$ cat src/rtl/core/servo_position_sweep_from_adc_defines.svh
// ----------------------------------------------------------------------------
// servo_position_sweep_from_adc_defines
// assertion macros shared by the servo sweep rtl
// ----------------------------------------------------------------------------
`ifndef SERVO_POSITION_SWEEP_FROM_ADC_DEFINES_SVH
`define SERVO_POSITION_SWEEP_FROM_ADC_DEFINES_SVH

// same-cycle implication, checked outside reset
`define SPSA_ASSERT_IMP(label, clk, rst_n, ante, cons) \
  label: assert property (@(posedge clk) disable iff (!rst_n) (ante) |-> (cons)) \
    else $error("spsa check failed");

// next-cycle implication, checked outside reset
`define SPSA_ASSERT_NXT(label, clk, rst_n, ante, cons) \
  label: assert property (@(posedge clk) disable iff (!rst_n) (ante) |=> (cons)) \
    else $error("spsa check failed");

`endif

$ cat src/rtl/core/spsa_pkg.sv
// ----------------------------------------------------------------------------
// spsa_pkg
// types and constants of the servo position sweep block
// ----------------------------------------------------------------------------
package spsa_pkg;

  localparam int CNT_W       = 7;
  localparam int SAMPLE_W    = 8;
  localparam int SUM_W       = 14;
  localparam int POS_W       = 12;
  localparam int PULSE_W     = 10;
  localparam int STEP_W      = POS_W - 5;
  localparam int STEP_SHIFT  = 5;
  localparam int PULSE_SHIFT = 2;

  // sum / 7 as (sum * ceil(2^17 / 7)) >> 17, exact for sums below 2^15
  localparam int RECIP_W     = 15;
  localparam int RECIP_SHIFT = 17;
  localparam logic [RECIP_W-1:0] RECIP_DIV7 = 15'd18725;

  localparam logic [POS_W-1:0] LIMIT_RESET = 12'd2400;

  localparam int QUEUE_DEPTH = 2;
  localparam int QPTR_W      = 1;
  localparam int QCNT_W      = 2;

  typedef struct packed {
    logic [SAMPLE_W-1:0] sample;
    logic                direct_mode;
  } in_word_t;

  typedef struct packed {
    logic [PULSE_W-1:0] pulse_width;
    logic [POS_W-1:0]   position;
    logic               sweeping_up;
  } out_word_t;

  // one finished block handed from front to back
  typedef struct packed {
    logic [SUM_W-1:0] sum;
    logic             direct_mode;
  } blk_word_t;

  typedef struct packed {
    logic      push;
    blk_word_t word;
  } blk_push_t;

endpackage

$ cat src/rtl/core/spsa_front.sv
// ----------------------------------------------------------------------------
// spsa_front
// takes samples, drops settling samples, accumulates one block sum
// ----------------------------------------------------------------------------
module spsa_front #(
  parameter int OVERSAMPLE_COUNT = 64,
  parameter int SETTLE_DISCARD   = 2
) (
  input  logic                clk,
  input  logic                rst_n,
  input  logic                in_valid,
  output logic                in_stall,
  input  spsa_pkg::in_word_t  in_word,
  input  logic                queue_full,
  output spsa_pkg::blk_push_t blk_push
);
  import spsa_pkg::*;

  localparam logic [CNT_W-1:0] BLOCK_LEN = CNT_W'(OVERSAMPLE_COUNT + SETTLE_DISCARD);
  localparam logic [CNT_W-1:0] OS_LEN    = CNT_W'(OVERSAMPLE_COUNT);

  logic [CNT_W-1:0] cnt_r, cnt_nxt, cnt_dec;
  logic [SUM_W-1:0] sum_r, sum_nxt, sum_add;
  logic             accept;

  assign in_stall = queue_full;
  assign accept   = in_valid && !in_stall;
  assign cnt_dec  = cnt_r - 1'b1;
  assign sum_add  = sum_r + SUM_W'(in_word.sample);

  always_comb begin
    cnt_nxt                    = cnt_r;
    sum_nxt                    = sum_r;
    blk_push.push              = 1'b0;
    blk_push.word.sum          = sum_add;
    blk_push.word.direct_mode  = in_word.direct_mode;
    if (accept) begin
      if (cnt_dec >= OS_LEN) begin
        cnt_nxt = cnt_dec;
      end else if (cnt_dec != '0) begin
        cnt_nxt = cnt_dec;
        sum_nxt = sum_add;
      end else begin
        cnt_nxt       = BLOCK_LEN;
        sum_nxt       = '0;
        blk_push.push = 1'b1;
      end
    end
  end

  always_ff @(posedge clk) begin
    if (!rst_n) begin
      cnt_r <= BLOCK_LEN;
      sum_r <= '0;
    end else begin
      cnt_r <= cnt_nxt;
      sum_r <= sum_nxt;
    end
  end

endmodule

$ cat src/rtl/core/spsa_queue.sv
// ----------------------------------------------------------------------------
// spsa_queue
// short queue of finished block sums between front and back
// ----------------------------------------------------------------------------
`include "servo_position_sweep_from_adc_defines.svh"

module spsa_queue (
  input  logic                clk,
  input  logic                rst_n,
  input  spsa_pkg::blk_push_t blk_push,
  output logic                full,
  output logic                q_valid,
  output spsa_pkg::blk_word_t q_word,
  input  logic                pop
);
  import spsa_pkg::*;

  blk_word_t         mem_r [QUEUE_DEPTH];
  logic [QPTR_W-1:0] wr_ptr_r, wr_ptr_nxt, rd_ptr_r, rd_ptr_nxt;
  logic [QCNT_W-1:0] cnt_r, cnt_nxt;
  logic              do_pop;

  assign full    = (cnt_r == QCNT_W'(QUEUE_DEPTH));
  assign q_valid = (cnt_r != '0);
  assign q_word  = mem_r[rd_ptr_r];
  assign do_pop  = pop && q_valid;

  always_comb begin
    wr_ptr_nxt = wr_ptr_r;
    rd_ptr_nxt = rd_ptr_r;
    cnt_nxt    = cnt_r;
    if (blk_push.push) begin
      wr_ptr_nxt = (wr_ptr_r == QPTR_W'(QUEUE_DEPTH - 1)) ? '0 : wr_ptr_r + 1'b1;
    end
    if (do_pop) begin
      rd_ptr_nxt = (rd_ptr_r == QPTR_W'(QUEUE_DEPTH - 1)) ? '0 : rd_ptr_r + 1'b1;
    end
    case ({blk_push.push, do_pop})
      2'b10:   cnt_nxt = cnt_r + 1'b1;
      2'b01:   cnt_nxt = cnt_r - 1'b1;
      default: cnt_nxt = cnt_r;
    endcase
  end

  always_ff @(posedge clk) begin
    if (!rst_n) begin
      wr_ptr_r <= '0;
      rd_ptr_r <= '0;
      cnt_r    <= '0;
    end else begin
      wr_ptr_r <= wr_ptr_nxt;
      rd_ptr_r <= rd_ptr_nxt;
      cnt_r    <= cnt_nxt;
    end
  end

  always_ff @(posedge clk) begin
    if (blk_push.push) begin
      mem_r[wr_ptr_r] <= blk_push.word;
    end
  end

  `SPSA_ASSERT_IMP(a_no_push_when_full, clk, rst_n, full, !blk_push.push)
  `SPSA_ASSERT_IMP(a_cnt_in_range, clk, rst_n, 1'b1, cnt_r <= QCNT_W'(QUEUE_DEPTH))
  `SPSA_ASSERT_NXT(a_pop_drains, clk, rst_n, do_pop && !blk_push.push,
                   cnt_r == $past(cnt_r) - 1'b1)

endmodule

$ cat src/rtl/core/spsa_back.sv
// ----------------------------------------------------------------------------
// spsa_back
// divides a block sum by seven and steps the servo position
// ----------------------------------------------------------------------------
`include "servo_position_sweep_from_adc_defines.svh"

module spsa_back (
  input  logic                     clk,
  input  logic                     rst_n,
  input  logic                     q_valid,
  input  spsa_pkg::blk_word_t      q_word,
  output logic                     pop,
  input  logic                     cfg_valid,
  input  logic [spsa_pkg::POS_W-1:0] cfg_data,
  output logic                     out_valid,
  input  logic                     out_stall,
  output spsa_pkg::out_word_t      out_word
);
  import spsa_pkg::*;

  localparam int PROD_W = SUM_W + RECIP_W;

  logic [POS_W-1:0]   limit_r;
  logic               a_valid_r, a_valid_nxt, a_direct_r;
  logic [POS_W-1:0]   a_q_r;
  logic               a_ready, b_ready, fire;
  logic [PROD_W-1:0]  prod;
  logic               out_valid_r, out_valid_nxt;
  out_word_t          out_r;
  logic [POS_W-1:0]   pos_r, pos_nxt;
  logic               dir_r, dir_nxt;
  logic [STEP_W-1:0]  step;
  logic [POS_W:0]     up_sum;

  assign b_ready       = !out_valid_r || !out_stall;
  assign fire          = a_valid_r && b_ready;
  assign a_ready       = !a_valid_r || b_ready;
  assign pop           = q_valid && a_ready;
  assign a_valid_nxt   = a_ready ? q_valid : a_valid_r;
  assign out_valid_nxt = b_ready ? a_valid_r : out_valid_r;
  assign prod          = PROD_W'(q_word.sum) * PROD_W'(RECIP_DIV7);

  assign step   = a_q_r[POS_W-1:STEP_SHIFT];
  assign up_sum = {1'b0, pos_r} + (POS_W+1)'(step);

  always_comb begin
    pos_nxt = pos_r;
    dir_nxt = dir_r;
    if (a_direct_r) begin
      pos_nxt = a_q_r;
    end else if (dir_r) begin
      if (up_sum >= {1'b0, limit_r}) begin
        pos_nxt = limit_r;
        dir_nxt = 1'b0;
      end else begin
        pos_nxt = up_sum[POS_W-1:0];
      end
    end else begin
      if (POS_W'(step) > pos_r) begin
        pos_nxt = '0;
        dir_nxt = 1'b1;
      end else begin
        pos_nxt = pos_r - POS_W'(step);
      end
    end
  end

  always_ff @(posedge clk) begin
    if (!rst_n) begin
      limit_r     <= LIMIT_RESET;
      a_valid_r   <= 1'b0;
      out_valid_r <= 1'b0;
      pos_r       <= '0;
      dir_r       <= 1'b0;
    end else begin
      if (cfg_valid) begin
        limit_r <= cfg_data;
      end
      a_valid_r   <= a_valid_nxt;
      out_valid_r <= out_valid_nxt;
      if (fire) begin
        pos_r <= pos_nxt;
        dir_r <= dir_nxt;
      end
    end
  end

  always_ff @(posedge clk) begin
    if (pop) begin
      a_q_r      <= prod[RECIP_SHIFT +: POS_W];
      a_direct_r <= q_word.direct_mode;
    end
    if (fire) begin
      out_r.pulse_width <= pos_nxt[POS_W-1:PULSE_SHIFT];
      out_r.position    <= pos_nxt;
      out_r.sweeping_up <= dir_nxt;
    end
  end

  assign out_valid = out_valid_r;
  assign out_word  = out_r;

  `SPSA_ASSERT_NXT(a_turn_down_at_limit, clk, rst_n,
                   fire && !a_direct_r && dir_r && !dir_nxt,
                   out_r.position == $past(limit_r))
  `SPSA_ASSERT_NXT(a_turn_up_at_zero, clk, rst_n,
                   fire && !a_direct_r && !dir_r && dir_nxt,
                   out_r.position == '0)
  `SPSA_ASSERT_NXT(a_out_held, clk, rst_n, out_valid_r && out_stall,
                   out_valid_r && $stable(out_r))

endmodule

$ cat src/rtl/core/servo_position_sweep_from_adc.sv
// ----------------------------------------------------------------------------
// servo_position_sweep_from_adc
// servo position from oversampled converter words, direct or sweeping
// ----------------------------------------------------------------------------
// in_word carries one converter sample and the mode bit; a word is taken at
// a clock edge with in_valid high and in_stall low. each block of
// SETTLE_DISCARD + OVERSAMPLE_COUNT words gives one out_word: pulse width,
// position and the sweep direction for the next block. other words give none.
// the word that closes a block is written to the queue, then passes the divide
// stage and the position/output register before it shows on out_valid.
// one word is taken every cycle while in_stall is low; in_stall rises only
// when the two-entry block queue is full, which happens only while out_stall
// holds results back. a held out_word stays unchanged while out_stall is high.
// cfg_data writes the sweep limit whenever cfg_valid is high (cfg_ready is
// always high); write it only while no block is in flight.
// rst_n is synchronous: the limit returns to 2400, position to zero,
// direction to down, the sample count restarts and the queue empties.
// ----------------------------------------------------------------------------
module servo_position_sweep_from_adc #(
  parameter int OVERSAMPLE_COUNT = 64,
  parameter int SETTLE_DISCARD   = 2
) (
  input  logic                       clk,
  input  logic                       rst_n,
  input  logic                       in_valid,
  output logic                       in_stall,
  input  spsa_pkg::in_word_t         in_word,
  output logic                       out_valid,
  input  logic                       out_stall,
  output spsa_pkg::out_word_t        out_word,
  input  logic                       cfg_valid,
  output logic                       cfg_ready,
  input  logic [spsa_pkg::POS_W-1:0] cfg_data
);
  import spsa_pkg::*;

  blk_push_t blk_push;
  blk_word_t q_word;
  logic      queue_full, q_valid, pop;

  assign cfg_ready = 1'b1;

  spsa_front #(
    .OVERSAMPLE_COUNT (OVERSAMPLE_COUNT),
    .SETTLE_DISCARD   (SETTLE_DISCARD)
  ) u_front (
    .clk        (clk),
    .rst_n      (rst_n),
    .in_valid   (in_valid),
    .in_stall   (in_stall),
    .in_word    (in_word),
    .queue_full (queue_full),
    .blk_push   (blk_push)
  );

  spsa_queue u_queue (
    .clk      (clk),
    .rst_n    (rst_n),
    .blk_push (blk_push),
    .full     (queue_full),
    .q_valid  (q_valid),
    .q_word   (q_word),
    .pop      (pop)
  );

  spsa_back u_back (
    .clk       (clk),
    .rst_n     (rst_n),
    .q_valid   (q_valid),
    .q_word    (q_word),
    .pop       (pop),
    .cfg_valid (cfg_valid),
    .cfg_data  (cfg_data),
    .out_valid (out_valid),
    .out_stall (out_stall),
    .out_word  (out_word)
  );

endmodule
$ cat config.mk
export PLATFORM = sky130hd
export DESIGN_NAME = servo_position_sweep_from_adc
export DESIGN_NICKNAME = d
export VERILOG_FILES = /design/src/rtl/core/spsa_pkg.sv /design/src/rtl/core/spsa_front.sv /design/src/rtl/core/spsa_queue.sv /design/src/rtl/core/spsa_back.sv /design/src/rtl/core/servo_position_sweep_from_adc.sv
export VERILOG_INCLUDE_DIRS = /design/src /design/src/rtl/core
export SDC_FILE = /design/constraint.sdc
export NUM_CORES = 1
export LEC_CHECK = 0
export ABC_CLOCK_PERIOD_IN_PS = 13500
export BUFFER_PORTS_ARGS = -buffer_cell sky130_fd_sc_hd__buf_2
export CAP_MARGIN = 20
export CELL_PAD_IN_SITES_DETAIL_PLACEMENT = 0
export CELL_PAD_IN_SITES_GLOBAL_PLACEMENT = 1
export CORE_UTILIZATION = 50
export DETAILED_ROUTE_END_ITERATION = 16
export PLACE_DENSITY = 0.8
export RECOVER_POWER = 100
export SYNTH_ARGS = -nofsm -noshare
export SYNTH_HDL_FRONTEND = slang
export SYNTH_SLANG_ARGS = --single-unit
$ cat constraint.sdc
create_clock -name clk -period 13.5 [get_ports clk]
set_clock_uncertainty 0.1 [all_clocks]
set_input_delay 1.35 -clock clk [delete_from_list [all_inputs] [get_ports clk]]
set_output_delay 1.35 -clock clk [all_outputs]
set_load 0.1 [all_outputs]
[Word level (Yosys, flattened, before mapping)]
Memory sizes are Yosys's and may differ from the RTL's. A register that Yosys moved wholly into a read port is not among the register bits.
Cells that the tools add are included.
Operators by class
  reductions and logical operators: 14
  equality and inequality tests: 3
  bitwise logic cells: 1
  muxes and demuxes: 21
  order comparisons: 3
  $add $sub $neg: 8
  $mul: 1
Operators with widths (count)
  $mux W12: 4
  $mul A14 B15 Y29 const B: 1
  $add A14 B8 Y14: 1
  $mux W14: 1
  $mux W7: 2
  $add A12 B7 Y13: 1
  $ge A13 B12 Y1: 1
  $mux W1: 13
  $gt A7 B12 Y1: 1
  $sub A12 B7 Y12: 1
  $ge A7 B7 Y1 const B: 1
  $reduce_bool A7 Y1: 1
  $sub A7 B1 Y7 const B: 1
  $eq A2 B2 Y1 const B: 2
  $logic_and A1 B1 Y1: 4
  $logic_not A1 Y1: 4
  $pmux W2 S2: 1
  $reduce_bool A2 Y1: 2
  $add A1 B1 Y1 const B: 2
  $add A2 B1 Y2 const B: 1
  $eq A2 B1 Y1 const B: 1
  $logic_or A1 B1 Y1: 2
  $reduce_and A2 Y1: 1
  $sub A2 B1 Y2 const B: 1
  $not A1 Y1: 1
Storage, ports and cells
  logic and storage cells: 67
  bits of input ports: 26
  memories kept: 1
  memory bits (writable): 30
  flip-flop bits (word level): 88
Memories
  u_queue.mem_r: depth 2, bits a word 15, read ports 1, clocked after memory_dff 1, write ports 1, RTL line spsa_queue.sv:18  | blk_word_t mem_r [QUEUE_DEPTH];

[Logic depth before layout (Yosys ltp)]
  depth in word-level cells: 7
  mapped depth: 21
  gate-level depth less buffers: 19

[Modules after synthesis]
Synthesis repeated with hierarchy kept, for this count alone.
Second synthesis, totals
  cell total of the unflattened synthesis: 862
  area, all modules: 8560.7 um^2
By module, submodules not included
  spsa_back: times used 1, cells an instance 599, area each 5740.5 um^2
  spsa_front: times used 1, cells an instance 191, area each 1502.7 um^2
  spsa_queue: times used 1, cells an instance 70, area each 1306.3 um^2
  servo_position_sweep_from_adc: times used 1, cells an instance 2, area each 11.3 um^2

[Least setup slack after synthesis]
No wires, ideal clock.
  path kind: register to register
  start point: register with a tool-made name
  end point: register u_back.a_q_r[10] (data pin)
  path buffers: 2
  period minus slack after synthesis: 5.562 ns
  library setup time: 0.258 ns
  data arrival time: 5.205 ns
  stages on the path, launching flop included: 18
  setup slack: 7.938 ns
  cells stage by stage: dfxtp_1 > buf_2 > buf_1 > mux2_2 > ha_1 > ha_1 > ha_1 > fa_1 > fa_1 > fa_1 > ha_1 > a2111o_1 > o311ai_2 > a31oi_1 > o22ai_1 > o211ai_1 > a21oi_1 > xnor2_1
RTL lines
  end signal: assignment: RTL line spsa_back.sv:90  | a_q_r <= prod[RECIP_SHIFT +: POS_W];
  end: declaration: RTL line spsa_back.sv:25  | logic [POS_W-1:0] a_q_r;

==> impl_metrics.py <==
metrics = {
    "logic_synthesis": {
        "synth_top_area_share": 0.199,
        "syn_area_per_cell_sq_um": 10.1,
        "synth_nets": 1025,
        "synthTopCellsByArea": "edfxtp_1 (20%), ha_1 (20%), dfxtp_1 (13%)",
        "ys_async_sr_fraction": 0,
        "synth-edff-count": 56,
        "ys_ff_latch": 109,
        "yosysWarnings": 0,
        "synthCells": 834,
        "ys_seq_area_frac": 0.325,
        "synth_area_leader_cell": "edfxtp_1",
        "synth_ff_type": "edfxtp_1",
        "synth.distinct_cells": 78,
        "syn-cell-area_sq_mm": 0.00845,
    },
    "cts": {
        "cts_root_buffer": "clkbuf_16",
        "h-tree-depth": 3,
        "cts_made_buffers": 9,
        "path_clk_slew_ns": 0.08,
        "clk_latency_ns": 0.36,
        "cts.sinks": 109,
        "clk_path_buf_depth": 2,
        "ctsHoldBuffers": 0,
        "cts_tree": "done",
        "cts_setup_buffers": 0,
        "ctsResizeCount": 0,
    },
    "route": {
        "viasPerCell": 5.57,
        "route.antenna.remaining_nets": 0,
        "dr_wl_met3_um": 577,
        "drtIter0Drc": 295,
        "drtPass1Iterations": 5,
        "wl_mm": 17.7,
        "top_layer_used": "met4",
        "vias": 6041,
        "wire_per_inst_um": 16.4,
        "wl_met2_mm": 8.78,
        "wl_met1_mm": 8.09,
        "drc": 0,
    },
    "timing": {
        "slew_violations": 61,
        "period_needed_ns": 6.32,
        "setup_ws_ns": 7.18,
        "rsz0062_at_grt": "no",
        "tightest_slew_ns": 2.50,
        "period_share": 0.468,
        "fmax_mhz": 158,
        "relSlewSlack": -0.665,
        "setup_viol": 0,
        "hold_viol": 0,
        "hold-worst-slack_ns": 0.364,
        "tns_ns": 0,
    },
    "worst_hold_path": {
        "min_to": "u_front.sum_r[3]",
        "hold_depth": 2,
        "min_from": "u_front.sum_r[3]",
        "hold_class": "reg2reg",
    },
    "placed_design": {
        "dpl_worst_slack_ns": 7.25,
        "portBuffers": 50,
        "dpl.hpwl_mm": 13.8,
        "dp_cells": 1069,
        "place_congestion": 0.898,
    },
    "grt": {
        "grt_start_max_net_pins": 41,
        "overflow": 0,
        "grt_pass1_wl_mm": 28.8,
        "first_global_vias": 6039,
        "antenna_found_initial": 0,
        "grt_usage": 0.206,
    },
    "critical_path": {
        "path_max_fanout": 18,
        "rr_worst_depth": 18,
        "startpoint_type": "flop",
        "path_class": "reg2reg",
        "critPathRequiredTime_ns": 13.50,
        "cp-end-kind": "flop",
        "r2r_end": "u_back.a_q_r[10]",
        "r2r_slack_ns": 7.18,
        "worstPathArrival_ns": 6.33,
    },
    "layout": {
        "final_cell_mix": "ha_1 (134), inv_1 (83), nor2_1 (56), edfxtp_1 (56), dfxtp_1 (53)",
        "drive_above_1_share": 0.0775,
        "syn_to_final_growth_pct": 6.49,
        "fin_nets": 1051,
        "final_cells": 1085,
        "n_antenna_cell": 0,
        "final_common_cell": "ha_1",
    },
    "pwr": {
        "power.leakage_nw": 4.02,
        "ir_drop_uv": 89.3,
        "p_clk_frac": 0.166,
        "powerDensity_mw_per_mm2": 178,
        "combPwrFrac": 0.551,
        "intPower_mw": 0.897,
        "power_frac_seq": 0.283,
        "power.net_switching_mw": 0.705,
        "switching_share": 0.440,
        "totalPowerFinal_mw": 1.60,
    },
    "outcome": {
        "status": "complete, but fails checks",
        "violations": "capacitance limit, slew limit",
    },
    "run": {
        "maxCapViolCount": 2,
    },
    "floorplan": {
        "io_pins": 52,
        "die_area_sq_mm": 0.0174,
        "fp.coreArea_sq_mm": 0.0165,
        "dieHeight_um": 132,
        "die_w_um": 132,
        "std_cell_rows": 47,
        "start_util": 0.511,
    },
}
-- cells in the mapped netlist (8+ instances only) --
cell / number
ha_1: 134
inv_1: 83
edfxtp_1: 56
nor2_1: 56
dfxtp_1: 53
nand2_1: 40
a21oi_1: 38
fa_1: 31
xnor2_1: 29
o21ai_0: 23
nor3_1: 20
mux2_2: 18
xor2_1: 17
clkbuf_1: 15
mux2i_1: 15
nand3_1: 14
buf_4: 13
o211ai_1: 12
a211oi_1: 10
nand2b_1: 9
nor2b_1: 9
o21a_1: 8
or3_1: 8
-- how the worst max path moves through the flow --
stage / start / end / slack (ns) / cells past startpoint
6_report: flop / u_back.a_q_r[10] / 7.18 / 18
5_1_grt: flop / u_back.a_q_r[10] / 6.66 / 17
4_1_cts: flop / u_back.a_q_r[10] / 7.23 / 18
3_5_place_dp: flop / u_back.a_q_r[10] / 7.25 / 18
3_3_place_gp: flop / u_back.a_q_r[10] / 7.43 / 17
2_1_floorplan: flop / u_back.a_q_r[10] / 7.94 / 17
-- flip-flops by register name, summed over array words and instances, names as in the netlist, named ones only --
register,cells
u_back.a_direct_r,1
u_back.a_q_r,12
u_back.a_valid_r,1
u_back.dir_r,1
u_back.limit_r,12
u_back.out_valid,1
u_back.out_word,13
u_back.pos_r,12
u_front.cnt_r,7
u_front.sum_r,14
u_queue.cnt_r,2
u_queue.mem_r,30
u_queue.rd_ptr_r,1
u_queue.wr_ptr_r,1
-- critical path, cell delays in order (launching register included) --
cell	delay (ns)
dfxtp_1	0.81
mux2_1	0.46
ha_1	0.33
ha_1	0.32
fa_1	0.52
inv_1	0.06
fa_1	0.49
inv_1	0.05
fa_1	0.45
fa_1	0.49
ha_1	0.31
nand4_1	0.09
a211oi_1	0.26
o311ai_0	0.32
a31oi_1	0.28
o22ai_1	0.19
o211ai_1	0.30
a21oi_1	0.12
xnor2_1	0.13
-- power by group through the flow --
| stage | Sequential, mW | Combinational (mW) | Clock, mW |
|---|---|---|---|
| after global routing | 0.457 | 0.999 | 0.284 |
| final | 0.453 | 0.883 | 0.266 |
| after CTS | 0.452 | 0.906 | 0.271 |
| after floorplan | 0.475 | 0.684 | 0 |
| after detailed placement | 0.459 | 0.899 | 0 |
| after global placement | 0.458 | 0.867 | 0 |
-- routing by layer --
| metal | vias to the layer above | global-route usage |
|---|---|---|
| li1 | 3004 | - |
| met1 | 2906 | 0.256 |
| met2 | 110 | 0.371 |
| met3 | 21 | 0.0331 |
| met4 | 0 | 0.0556 |
| met5 | - | 0 |
-- metrics by stage --
stage	area, sq um	utilization
2_1_floorplan	8450	-
3_3_place_gp	8790	0.532
3_5_place_dp	8790	0.532
4_1_cts	9090	0.550
5_1_grt	8990	0.544
6_report	8990	0.544
-- layout make-up --
class                           instances  area [sq um]
Multi-Input combinational cell        600          5120
Timing Repair Buffer                   55           236
Clock inverter                          7          77.6
Fill cell                            1458          7530
Clock buffer                            9           225
Inverter                               85           319
Tap cell                              220           275
Sequential cell                       109          2740
-- cell families (layout without fill, tap and decap cells) --
| group | count (synthesis) | in the layout | share of synthesized area |
|---|---|---|---|
| compound gates | 156 | 156 | 0.131 |
| xor+xnor | 46 | 46 | 0.0477 |
| fa+ha+maj | 165 | 165 | 0.272 |
| buf+inv | 125 | 156 | 0.0638 |
| flops | 109 | 109 | 0.325 |
| mux | 34 | 34 | 0.0435 |
| other cells | 1 | 1 | 0.000444 |
| simple gates | 198 | 198 | 0.117 |
(Power assumes the default switching activity.)
